[config.mk]
export PLATFORM = sky130hd
export DESIGN_NAME = hse_cell
export DESIGN_NICKNAME = d
export VERILOG_FILES = /design/src/hw/rtl/hse_pkg.sv /design/src/hw/rtl/hse_cell.sv
export SDC_FILE = /design/constraint.sdc
export NUM_CORES = 1
export LEC_CHECK = 0
export BUFFER_PORTS_ARGS = -buffer_cell sky130_fd_sc_hd__buf_2
export CORE_ASPECT_RATIO = 0.5
export CORE_MARGIN = 2
export CORE_UTILIZATION = 30
export CTS_CLUSTER_DIAMETER = 60
export CTS_CLUSTER_SIZE = 16
export DETAILED_ROUTE_END_ITERATION = 8
export MAX_ROUTING_LAYER = met4
export PLACE_DENSITY_LB_ADDON = 0.1
export SYNTH_ARGS = -nofsm -noshare
export SYNTH_HDL_FRONTEND = slang
export SYNTH_SLANG_ARGS = --single-unit
[constraint.sdc]
create_clock -name clk_i -period 8.8 [get_ports clk_i]
set_clock_uncertainty 0.1 [all_clocks]
set_input_delay 0.44 -clock clk_i [delete_from_list [all_inputs] [get_ports clk_i]]
set_output_delay 0.44 -clock clk_i [all_outputs]
set_load 0.1 [all_outputs]
[src/hw/rtl/hse_pkg.sv]
// ----------------------------------------------------------------------------
// hse_pkg
// Shared types and constants for the heap sort engine: key width, the
// controller state encoding and the control word sent down the cell chain.
// ----------------------------------------------------------------------------
`default_nettype none

package hse_pkg;

  localparam int unsigned KEY_W = 32;

  typedef logic signed [KEY_W-1:0] key_t;

  // Controller states, one-hot.
  typedef enum logic [1:0] {
    ST_LOAD  = 2'b01,
    ST_DRAIN = 2'b10
  } state_e;

  // Control word broadcast to every cell.
  typedef struct packed {
    logic load;   // insert the broadcast key in sorted position
    logic shift;  // move every key one cell toward the head
  } cell_ctrl_t;

endpackage

`default_nettype wire

[src/hw/rtl/hse_cell.sv]
// ----------------------------------------------------------------------------
// hse_cell
// One cell of the sorting chain. Holds one key and its valid bit; inserts a
// broadcast key in ascending order or shifts toward the head.
// ----------------------------------------------------------------------------
`default_nettype none

module hse_cell (
  input  wire                     clk_i,
  input  wire                     rst_ni,
  input  hse_pkg::cell_ctrl_t     ctrl_i,
  input  hse_pkg::key_t           new_key_i,
  input  hse_pkg::key_t           prev_key_i,
  input  wire                     prev_valid_i,
  input  wire                     prev_lt_i,
  input  hse_pkg::key_t           next_key_i,
  input  wire                     next_valid_i,
  output hse_pkg::key_t           key_o,
  output logic                    valid_o,
  output logic                    lt_o
);

  hse_pkg::key_t key_q, key_d;
  logic          valid_q, valid_d;

  // Empty cells act as plus infinity.
  assign lt_o = !valid_q || (new_key_i < key_q);

  always_comb begin
    key_d   = key_q;
    valid_d = valid_q;
    if (ctrl_i.shift) begin
      key_d   = next_key_i;
      valid_d = next_valid_i;
    end else if (ctrl_i.load && lt_o) begin
      if (prev_lt_i) begin
        key_d   = prev_key_i;
        valid_d = prev_valid_i;
      end else begin
        key_d   = new_key_i;
        valid_d = 1'b1;
      end
    end
  end

  always_ff @(posedge clk_i or negedge rst_ni) begin
    if (!rst_ni) begin
      valid_q <= 1'b0;
    end else begin
      valid_q <= valid_d;
    end
  end

  always_ff @(posedge clk_i) begin
    key_q <= key_d;
  end

  assign key_o   = key_q;
  assign valid_o = valid_q;

endmodule

`default_nettype wire

==> impl_metrics.tcl <==
set metrics [dict create \
    synth_cell_types 33 \
    synth_top_family_by_area "adder cells" \
    cts_sinks 33 \
    leakagePower_nw 1.78 \
    endpoint "lt_o" \
    hpwl_mm 5.02 \
    fp.dieW_um 133 \
    cp.arrival_ns 2.66 \
    start_kind "flop" \
    clk_root_buffer_cell "clkbuf_16" \
    clk_latency_ns 0.28 \
    grt_pass1_wl_mm 9.80 \
    first_pass_iters 4 \
    post-route-cell-area_um2 3440 \
    p_sw_frac 0.470 \
    slew_headroom 0.308 \
    drv_slew 0 \
    combPwrFrac 0.471 \
    power_uw 732 \
    outcome "finished clean" \
    yosys.area_share.simple 0.112 \
    wire_per_inst_um 12.8 \
    setup-tns-final_ns 0 \
    crit_type "reg -> out" \
    start_util 0.311 \
    p_per_area_nw_per_um2 213 \
    synth_cells 263 \
    async_flop_share 0.0303 \
    postCtsSetupBuffers 0 \
    drc_errors 0 \
    ant_nets 0 \
    dieArea_um2 9120 \
    synth_enable_flop_cells 32 \
    cp-startpoint "key_o[7]" \
    fmax_mhz 313 \
    place_inst 502 \
    critPathCaptureType "output pin" \
    diodes 0 \
    p_sw_uw 344 \
    synth_xor_area_frac 0 \
    cts_buffer_depth 2 \
    synth_fa_ha_area_frac 0.155 \
    p_int_uw 388 \
    avgSynthCellArea_um2 9.50 \
    track_usage 0.142 \
    clkTransAtPathRegs_ns 0.06 \
    final_cells 511 \
    hold_path_class "in -> reg" \
    routed_via_density 4.51 \
    synth_warnings 0 \
    cts-htree-levels 2 \
    ys_seq_area_frac 0.395 \
    cp.required_ns 8.26 \
    period_share 0.364 \
    clockPowerShare 0.232 \
    port_buffers 136 \
    nets 532 \
    p_seq_frac 0.296 \
    grt_pass1_vias 2092 \
    grt-ovfl-total 0 \
    syn_to_final_growth_pct 37.8 \
    drv.max_cap_violation_count 0 \
    synth_flop_cell "edfxtp_1" \
    routed_wl_mm 6.54 \
    synth_area_leaders "edfxtp_1, ha_1, mux2i_1" \
    r2r-end "key_o[22]" \
    hold_viol 0 \
    min_period_ns 3.20 \
    rsz0062_at_grt "false" \
    synth_top_area_cell "edfxtp_1" \
    fillers 820 \
    ctsHoldBuffers 1 \
    rows 23 \
    vias 2306 \
    worst_pin_slew_ns 1.04 \
    reg2reg_depth 9 \
    drive_above_1_share 0.368 \
    timing.rr.start "key_o[2]" \
    cts_tree "done" \
    numCtsBuffers 5 \
    syn_area_um2 2500 \
    num_io_pins 137 \
    antenna_found_initial 0 \
    core_um2 8030 \
    grt_max_degree 70 \
    synth.top_cell.area_share 0.385 \
    die_y_um 68.5 \
    drt_iter0_drc 124 \
    path_max_fanout 3 \
    setup-violations-final 0 \
    placed_area_um2 3290 \
    synth-compound-area-share 0.140 \
    synth-seq-cells 33 \
    place_congestion 0.762 \
    ir_drop_mv 0.0776 \
    syn_nets 397 \
    r2r_slack_ns 6.13 \
    cts_resized 0 \
    synth.mux.area_fraction 0.133 \
]
## critical path: stages (launching register included)
cell	delay, ns
edfxtp_1	0.34
inv_1	0.04
ha_1	0.30
nand4_1	0.12
o311a_1	0.38
o41ai_2	0.41
a21oi_1	0.14
mux2_1	0.21
buf_2	0.43
## layout by cell type (no fill, tap or decap)
cell / count
o211ai_1: 1
dlygate4sd3_1: 1
nand2_1: 42
nor4_1: 1
inv_1: 32
nand4_1: 6
a221oi_2: 1
a21o_1: 1
a21oi_1: 13
nand3_1: 2
o41ai_2: 1
and3b_1: 1
nor2_1: 4
a211oi_1: 1
mux2i_1: 32
buf_4: 2
o21ai_0: 35
dfrtp_1: 1
or3_1: 1
and3_1: 1
a31oi_1: 1
edfxtp_1: 32
o22ai_1: 1
ha_1: 31
clkinv_2: 1
nor3_1: 1
nand2b_1: 2
a221o_1: 1
clkbuf_16: 5
o311a_1: 1
o2bb2ai_1: 1
mux2_1: 1
clkbuf_1: 2
a211o_1: 1
o21ai_1: 1
nor3_2: 1
nor4b_1: 1
buf_2: 136
## state kept, by name (all words and copies together), names as in the netlist
| register | flops |
|---|---|
| key_o | 32 |
| valid_o | 1 |
## cells in the mapped netlist, types with 2 or more instances
master and number:
nand2_1 42, o21ai_0 35, edfxtp_1 32, inv_1 32, mux2i_1 32, ha_1 31
a21oi_1 13, clkbuf_1 8, nand4_1 6, nor2_1 4, buf_2 3, nand2b_1 2
nand3_1 2, nor3_1 2
## final cells by class
cell class	count	area, µm²	share of cell area
multi-input combinational	187	1350	0.393
sequential	33	986	0.286
timing repair buffer	139	706	0.205
tap	112	140	0.0407
clock buffer	7	133	0.0385
inverter	32	120	0.0349
clock inverter	1	5.00	0.00145
## metal layers
| metal | share of wire | track usage | vias to the layer above |
|---|---|---|---|
| met3 | 0.057 | 0.0395 | 2 |
| met2 | 0.47 | 0.239 | 60 |
| met1 | 0.47 | 0.175 | 1028 |
| met4 | 0.0052 | 0.0323 | 0 |
| li1 | - | - | 1216 |
| met5 | 0 | - | - |
## worst min-delay path by stage
stage | from | to | slack [ns] | cells past startpoint
4_1_cts | next_key_i[23] | key_o[23] | 0.33 | 3
2_1_floorplan | rst_ni | valid_o | 0.04 | 0
6_report | next_key_i[2] | key_o[2] | 0.34 | 3
5_1_grt | next_key_i[2] | key_o[2] | 0.34 | 3
3_5_place_dp | rst_ni | valid_o | 0.12 | 1
3_3_place_gp | rst_ni | valid_o | 0.12 | 1
## through the flow
| step | util | hold WS, ns | setup slack, ns |
|---|---|---|---|
| 6_report | 0.429 | 0.342 | 5.60 |
| 3_5_place_dp | 0.410 | 0.117 | 5.69 |
| 5_1_grt | 0.429 | 0.340 | 5.47 |
| 3_3_place_gp | 0.410 | 0.117 | 5.71 |
| 4_1_cts | 0.429 | 0.331 | 5.57 |
| 2_1_floorplan | - | 0.0444 | 3.84 |
## cells by family (layout without fill, tap and decap cells)
group                    count (synthesis)  in the layout
AO/OA/AOI/OAI                           60             60
adder cells (fa/ha/maj)                 31             31
buffers and inverters                   43            179
flip-flops                              33             33
multiplexers                            33             33
AND/OR/NAND/NOR                         63             63
## power groups by stage
stage | Clock (mW) | Combinational [mW] | Sequential (mW)
after floorplan | 0 | 0.101 | 0.394
after global placement | 0 | 0.345 | 0.220
after global routing | 0.182 | 0.368 | 0.221
final | 0.170 | 0.345 | 0.217
after detailed placement | 0 | 0.348 | 0.220
after CTS | 0.177 | 0.349 | 0.218
No activity file was read; power rests on OpenSTA's default activity.
